## config.mk

```make
export PLATFORM = sky130hd
export DESIGN_NAME = sponge_hash_256_core
export DESIGN_NICKNAME = d
export VERILOG_FILES = /design/src/rtl/core/shash_pkg.sv /design/src/rtl/core/shash_round.sv /design/src/rtl/core/shash_pad.sv /design/src/rtl/core/sponge_hash_256_core.sv
export SDC_FILE = /design/constraint.sdc
export NUM_CORES = 2
export LEC_CHECK = 0
export BUFFER_PORTS_ARGS = -buffer_cell sky130_fd_sc_hd__buf_2
export CORE_MARGIN = 5
export CORE_UTILIZATION = 35
export DETAILED_ROUTE_END_ITERATION = 10
export MAX_ROUTING_LAYER = met4
export RECOVER_POWER = 25
export SLEW_MARGIN = 5
export SYNTH_ARGS = -nofsm -noshare
export SYNTH_HDL_FRONTEND = slang
export SYNTH_SLANG_ARGS = --single-unit
```

## constraint.sdc

```tcl
create_clock -name clock -period 11.61 [get_ports clock]
set_clock_uncertainty 0.2 [all_clocks]
set_input_delay 2.322 -clock clock [delete_from_list [all_inputs] [get_ports clock]]
set_output_delay 2.322 -clock clock [all_outputs]
set_load 0.01 [all_outputs]
```

## src/rtl/core/shash_pkg.sv

```systemverilog
`timescale 1ns / 1ps

package shash_pkg;

   localparam int unsigned DIGEST_WORDS_DEF = 4;
   localparam int unsigned PERM_ROUNDS      = 12;
   localparam int unsigned ROUND_W          = $clog2(PERM_ROUNDS);
   localparam int unsigned WORD_W           = 64;
   localparam int unsigned BYTES_W          = 4;

   localparam logic [WORD_W-1:0] HASH_IV  = 64'h0040_0c00_0000_0100;
   localparam logic [7:0]        PAD_BYTE = 8'h80;
   localparam logic [WORD_W-1:0] PAD_ONLY = {PAD_BYTE, 56'h0};

   typedef logic [WORD_W-1:0] word_type;
   typedef logic [4:0][WORD_W-1:0] sponge_type;

   // rotate right by a fixed amount
   function automatic word_type rotr(input word_type x, input int unsigned n);
      rotr = (x >> n) | (x << (WORD_W - n));
   endfunction

endpackage

```

## src/rtl/core/shash_round.sv

```systemverilog
`timescale 1ns / 1ps

module shash_round
   import shash_pkg::*;
(
   input  sponge_type               state_cur,
   input  logic [ROUND_W-1:0]       round_idx,
   output sponge_type               state_nxt
);

   word_type x0, x1, x2, x3, x4;
   word_type t0, t1, t2, t3, t4;
   word_type y0, y1, y2, y3, y4;
   word_type rc;

   // round constant is {15-r, r}
   assign rc = {{(WORD_W - 2 * ROUND_W){1'b0}}, ~round_idx, round_idx};

   always_comb begin
      // constant addition and first xor layer
      x0 = state_cur[0] ^ state_cur[4];
      x4 = state_cur[4] ^ state_cur[3];
      x2 = state_cur[2] ^ rc ^ state_cur[1];
      x1 = state_cur[1];
      x3 = state_cur[3];
      // chi-like sbox layer
      t0 = ~x0 & x1;
      t1 = ~x1 & x2;
      t2 = ~x2 & x3;
      t3 = ~x3 & x4;
      t4 = ~x4 & x0;
      y0 = x0 ^ t1;
      y1 = x1 ^ t2;
      y2 = x2 ^ t3;
      y3 = x3 ^ t4;
      y4 = x4 ^ t0;
      y1 = y1 ^ y0;
      y0 = y0 ^ y4;
      y3 = y3 ^ y2;
      y2 = ~y2;
      // linear diffusion
      state_nxt[0] = y0 ^ rotr(y0, 19) ^ rotr(y0, 28);
      state_nxt[1] = y1 ^ rotr(y1, 61) ^ rotr(y1, 39);
      state_nxt[2] = y2 ^ rotr(y2, 1)  ^ rotr(y2, 6);
      state_nxt[3] = y3 ^ rotr(y3, 10) ^ rotr(y3, 17);
      state_nxt[4] = y4 ^ rotr(y4, 7)  ^ rotr(y4, 41);
   end

endmodule

```

## src/rtl/core/shash_pad.sv

```systemverilog
`timescale 1ns / 1ps

module shash_pad
   import shash_pkg::*;
(
   input  word_type             block_data,
   input  logic [BYTES_W-1:0]   valid_bytes,
   input  logic                 last_block,
   output word_type             absorb_word,
   output logic                 pad_more
);

   word_type padded;

   // byte i counts from the most significant end
   always_comb begin
      for (int i = 0; i < 8; i++) begin
         if (BYTES_W'(i) < valid_bytes) begin
            padded[WORD_W-1-8*i -: 8] = block_data[WORD_W-1-8*i -: 8];
         end else if (BYTES_W'(i) == valid_bytes) begin
            padded[WORD_W-1-8*i -: 8] = PAD_BYTE;
         end else begin
            padded[WORD_W-1-8*i -: 8] = 8'h00;
         end
      end
   end

   // a full final block is absorbed whole, padding follows as its own block
   assign pad_more    = last_block && (valid_bytes >= BYTES_W'(8));
   assign absorb_word = (!last_block || pad_more) ? block_data : padded;

endmodule

```

## src/rtl/core/sponge_hash_256_core.sv

```systemverilog
`timescale 1ns / 1ps

// sponge hash core (ascon-hash style, 320-bit state, 64-bit rate)
//
// req channel: one transfer per 64-bit message block, first byte in bits 63..56.
// req_last_block marks the final block; req_valid_bytes (0..15, above 8 as 8)
// counts its bytes and the core appends the padding. A message whose length is
// a multiple of eight bytes ends with a full or a zero-byte final transfer.
// rsp channel: DIGEST_WORDS transfers of 64 digest bits, rsp_last_word on the
// final one.
// timing: a single round unit is reused, one round per cycle. A non-final
// block holds req_stall high while its permutation runs. A final block runs its
// permutation (and a second one after a full eight-byte block), then each digest
// word costs one emit step with a permutation between words, then a permutation
// rebuilds the initial state from the iv before the next message is taken.
// reset: req_stall stays high while the initial state is computed.
// rsp_stall holds the digest word in its output register; the core waits in
// its emit step until the word is taken.
module sponge_hash_256_core
   import shash_pkg::*;
#(
   parameter int unsigned DIGEST_WORDS = DIGEST_WORDS_DEF
)
(
   input  logic                 clock,
   input  logic                 reset,
   input  logic                 req_valid,
   output logic                 req_stall,
   input  logic [WORD_W-1:0]    req_block_data,
   input  logic [BYTES_W-1:0]   req_valid_bytes,
   input  logic                 req_last_block,
   output logic                 rsp_valid,
   input  logic                 rsp_stall,
   output logic [WORD_W-1:0]    rsp_digest_word,
   output logic                 rsp_last_word
);

   localparam int unsigned CNT_W = (DIGEST_WORDS > 1) ? $clog2(DIGEST_WORDS) : 1;

   typedef enum logic [1:0] {
      S_IDLE,
      S_PERM,
      S_EMIT
   } fsm_type;

   fsm_type              state_ff, state_in;
   logic [ROUND_W-1:0]   round_ff, round_in;
   logic [CNT_W-1:0]     cnt_ff, cnt_in;
   logic                 final_ff, final_in;
   logic                 pad_pend_ff, pad_pend_in;
   sponge_type           sponge_ff, sponge_in;
   logic                 rsp_valid_ff, rsp_valid_in;
   word_type             rsp_word_ff, rsp_word_in;
   logic                 rsp_last_ff, rsp_last_in;

   sponge_type           round_out;
   word_type             absorb_word;
   logic                 pad_more;
   logic                 req_xfer;
   logic                 emit_go;
   logic                 round_done;
   logic                 emit_last;

   // shared round unit
   shash_round u_round (
      .state_cur (sponge_ff),
      .round_idx (round_ff),
      .state_nxt (round_out)
   );

   // block padding
   shash_pad u_pad (
      .block_data  (req_block_data),
      .valid_bytes (req_valid_bytes),
      .last_block  (req_last_block),
      .absorb_word (absorb_word),
      .pad_more    (pad_more)
   );

   assign req_stall  = (state_ff != S_IDLE);
   assign req_xfer   = req_valid && !req_stall;
   // output register is free when empty or drained this cycle
   assign emit_go    = !rsp_valid_ff || !rsp_stall;
   assign round_done = (round_ff == ROUND_W'(PERM_ROUNDS - 1));
   assign emit_last  = (cnt_ff == CNT_W'(DIGEST_WORDS - 1));

   always_comb begin
      state_in     = state_ff;
      round_in     = round_ff;
      cnt_in       = cnt_ff;
      final_in     = final_ff;
      pad_pend_in  = pad_pend_ff;
      sponge_in    = sponge_ff;
      rsp_word_in  = rsp_word_ff;
      rsp_last_in  = rsp_last_ff;
      rsp_valid_in = rsp_valid_ff && rsp_stall;

      unique case (state_ff)
         S_IDLE: begin
            if (req_xfer) begin
               // xor the block into the rate word and start the rounds
               sponge_in[0] = sponge_ff[0] ^ absorb_word;
               final_in     = req_last_block;
               pad_pend_in  = pad_more;
               round_in     = ROUND_W'(12 - PERM_ROUNDS);
               cnt_in       = '0;
               state_in     = S_PERM;
            end
         end
         S_PERM: begin
            sponge_in = round_out;
            if (round_done) begin
               round_in = ROUND_W'(12 - PERM_ROUNDS);
               if (pad_pend_ff) begin
                  // padding-only block after a full final block
                  sponge_in[0] = round_out[0] ^ PAD_ONLY;
                  pad_pend_in  = 1'b0;
               end else if (final_ff) begin
                  state_in = S_EMIT;
               end else begin
                  state_in = S_IDLE;
               end
            end else begin
               round_in = round_ff + ROUND_W'(1);
            end
         end
         S_EMIT: begin
            if (emit_go) begin
               rsp_valid_in = 1'b1;
               rsp_word_in  = sponge_ff[0];
               rsp_last_in  = emit_last;
               state_in     = S_PERM;
               if (emit_last) begin
                  // rebuild the initial state from the iv
                  sponge_in = {64'h0, 64'h0, 64'h0, 64'h0, HASH_IV};
                  final_in  = 1'b0;
               end else begin
                  cnt_in = cnt_ff + CNT_W'(1);
               end
            end
         end
         default: begin
            state_in = S_IDLE;
         end
      endcase
   end

   always_ff @(posedge clock) begin
      if (reset) begin
         state_ff     <= S_PERM;
         round_ff     <= ROUND_W'(12 - PERM_ROUNDS);
         cnt_ff       <= '0;
         final_ff     <= 1'b0;
         pad_pend_ff  <= 1'b0;
         rsp_valid_ff <= 1'b0;
         // initial state is computed by the round unit after reset
         sponge_ff    <= {64'h0, 64'h0, 64'h0, 64'h0, HASH_IV};
      end else begin
         state_ff     <= state_in;
         round_ff     <= round_in;
         cnt_ff       <= cnt_in;
         final_ff     <= final_in;
         pad_pend_ff  <= pad_pend_in;
         rsp_valid_ff <= rsp_valid_in;
         sponge_ff    <= sponge_in;
      end
      rsp_word_ff <= rsp_word_in;
      rsp_last_ff <= rsp_last_in;
   end

   assign rsp_valid       = rsp_valid_ff;
   assign rsp_digest_word = rsp_word_ff;
   assign rsp_last_word   = rsp_last_ff;

`ifndef SYNTHESIS
   // every accepted block starts a permutation
   a_xfer_starts_perm: assert property (@(posedge clock) disable iff (reset)
      req_xfer |=> (state_ff == S_PERM))
      else $error("accepted block did not start the round sequence");

   // the last digest word leads to the rebuild of the initial state
   a_last_rebuilds: assert property (@(posedge clock) disable iff (reset)
      (state_ff == S_EMIT && emit_go && emit_last)
      |=> (state_ff == S_PERM && !final_ff && rsp_valid_ff && rsp_last_ff))
      else $error("final digest word not followed by state rebuild");

   // a pending padding block only exists within a final block
   a_pad_in_final: assert property (@(posedge clock) disable iff (reset)
      pad_pend_ff |-> (final_ff && state_ff == S_PERM))
      else $error("padding block pending outside a final block");

   // round counter is rewound whenever the core is outside the permutation
   a_round_bound: assert property (@(posedge clock) disable iff (reset)
      (state_ff != S_PERM) |-> (round_ff == ROUND_W'(12 - PERM_ROUNDS)))
      else $error("round counter not rewound outside the permutation");
`endif

endmodule

```

==> flow_metrics.tcl <==
set metrics [dict create \
    ant_nets 0 \
    grt_pass1_wl_um 160000 \
    most-common-layout-cells "xnor2_1, dfxtp_1, xor2_1" \
    grt_max_degree 91 \
    slew_headroom_pct -212 \
    dp_hpwl_um 91100 \
    syn2layout_area_growth_pct 12.4 \
    cp.arrival_ps 7210 \
    clk_pin_slew_ps 60 \
    dr.pass1.iters 5 \
    routed_wl_um 114000 \
    cts_made_buffers 49 \
    period_share_pct 59.9 \
    synthCells 3166 \
    hold_class "flip-flop to flip-flop" \
    antenna_found_initial 1 \
    routedWlPerCell_um 26.0 \
    vias 23441 \
    synth_cell_types 55 \
    grt-ovfl-total 0 \
    die_h_um 297 \
    core-area_um2 81800 \
    ys_warn_count 0 \
    cts_resized 0 \
    ctsHtreeMaxLevel 2 \
    ys_async_sr_fraction_pct 0 \
    crit_path_start_kind "primary input" \
    io_buffers 139 \
    die_w_um 297 \
    drc 0 \
    reg2reg_setup_slack_ps 6190 \
    final_common_cell "xnor2_1" \
    io_pins 140 \
    maxSlewViolCount 146 \
    syn_avg_cell_area_um2 9.11 \
    worst_pin_slew_ps 4670 \
    synth-seq-area-share_pct 29.7 \
    die-area_um2 88200 \
    tns_ps 0 \
    cp-end-kind "flip-flop" \
    routabilityCongestion 1.09 \
    nets 3483 \
    synth_fp_nets 3373 \
    cts_buffer_depth 3 \
    finalCriticalPeriod_ps 6960 \
    root_buffer "clkbuf_16" \
    cts_sinks 396 \
    avgViaCountPerCell 5.34 \
    synth_edf_count 65 \
    crit_fanout 80 \
    cts_setup_buffers 0 \
    grt.total_usage_pct 25.5 \
    drv_cap 2 \
    outcome "complete, but fails checks" \
    synth-seq-cells 396 \
    grt_pass1_vias 21588 \
    required_ps 11860 \
    violations "max-capacitance violations, max-slew violations" \
    syn_area_um2 28800 \
    initial_core_util_pct 35.2 \
    hold_viol_final 0 \
    fmax_mhz 144 \
    cts_tree "done" \
    rsz0062_at_grt "false" \
    layout-drive-gt1-share_pct 8.53 \
    hold_buffers 0 \
    worstSetupPathType "primary input to flip-flop" \
    setup_viol 0 \
    clk_latency_ps 610 \
    row_count 105 \
    ys.flop_type "dfxtp_1" \
    drt_iter0_markers 2551 \
]
-- path summary, 6_finish.rpt --
| path | depth (start not counted) | endpoint | start |
|---|---|---|---|
| worst min register to register | 2 | sponge_ff[222]$_SDFFE_PP0P_ | sponge_ff[222]$_SDFFE_PP0P_ |
| worst max register to register | 10 | sponge_ff[264]$_SDFFE_PP0P_ | state_ff[0]$_SDFFE_PP1P_ |
| worst min-delay path | 2 | sponge_ff[222]$_SDFFE_PP0P_ | sponge_ff[222]$_SDFFE_PP0P_ |
| worst max-delay path | 4 | sponge_ff[167]$_SDFFE_PP0P_ | reset |
-- synth_stat cells, types with 79 or more instances --
| library cell | number | share of area [%] |
|---|---|---|
| nor2_1 | 240 | 3.1 |
| a22o_1 | 140 | 4.3 |
| xnor2_1 | 817 | 25 |
| nand2_1 | 182 | 2.4 |
| clkbuf_1 | 98 | 1.3 |
| a21oi_1 | 79 | 1.4 |
| o21ai_0 | 121 | 2.1 |
| inv_1 | 196 | 2.6 |
| mux2i_1 | 116 | 4.0 |
| dfxtp_1 | 331 | 23 |
| ha_1 | 134 | 5.8 |
| xor2_1 | 262 | 8.0 |
-- per-stage QoR --
stage / hold WS [ps] / std cells / area, um2 / setup WS, ps / utilization [%]
after floorplan: 225 / 3166 / 28800 / 2780 / -
after global placement: 244 / 4295 / 30700 / 5190 / 37.6
after detailed placement: 253 / 4295 / 30700 / 5190 / 37.6
after CTS: 271 / 4387 / 32500 / 5810 / 39.7
after global routing: 289 / 4388 / 32400 / 4500 / 39.6
final: 273 / 4388 / 32400 / 4650 / 39.6
-- routing by layer --
metal  track usage, %  vias up  part of all wire, %
met3             3.84      214                  8.2
met2             39.4     1047                   44
met5                -        -                    0
li1                 -    10847                    -
met1             33.1    11333                   42
met4             11.4        0                  5.6
-- layout make-up --
class	instances	area [um2]
repair buffers	178	936
fillers	8221	49400
well taps	1070	1340
flip-flops and latches	396	8580
diodes	1	2.50
inverters	196	736
clock inverters	19	214
clock buffers	73	1520
multi-input cells	2455	19100
-- worst max-delay path, stage by stage --
cell	delay (ps)
clkbuf_1	420
clkbuf_1	3320
buf_4	940
nor2_1	120
-- flip-flops by register name, summed over array words and instances (netlist names) --
| signal | cells |
|---|---|
| pad_pend_ff | 1 |
| sponge_ff | 320 |
| round_ff | 4 |
| rsp_last_word | 1 |
| rsp_valid | 1 |
| rsp_digest_word | 64 |
| state_ff | 2 |
| final_ff | 1 |
| cnt_ff | 2 |
-- logic make-up after synthesis --
kind of cell / synth area share (%)
AO/OA/AOI/OAI: 12.1
XOR/XNOR: 33.9
adder cells (fa/ha/maj): 7.97
buffers and inverters: 4.21
flip-flops: 29.7
multiplexers: 4.08
AND/OR/NAND/NOR: 7.97
Power is not shown: default switching activity piles up to over one toggle a cycle in this logic, so the estimate is an artifact.
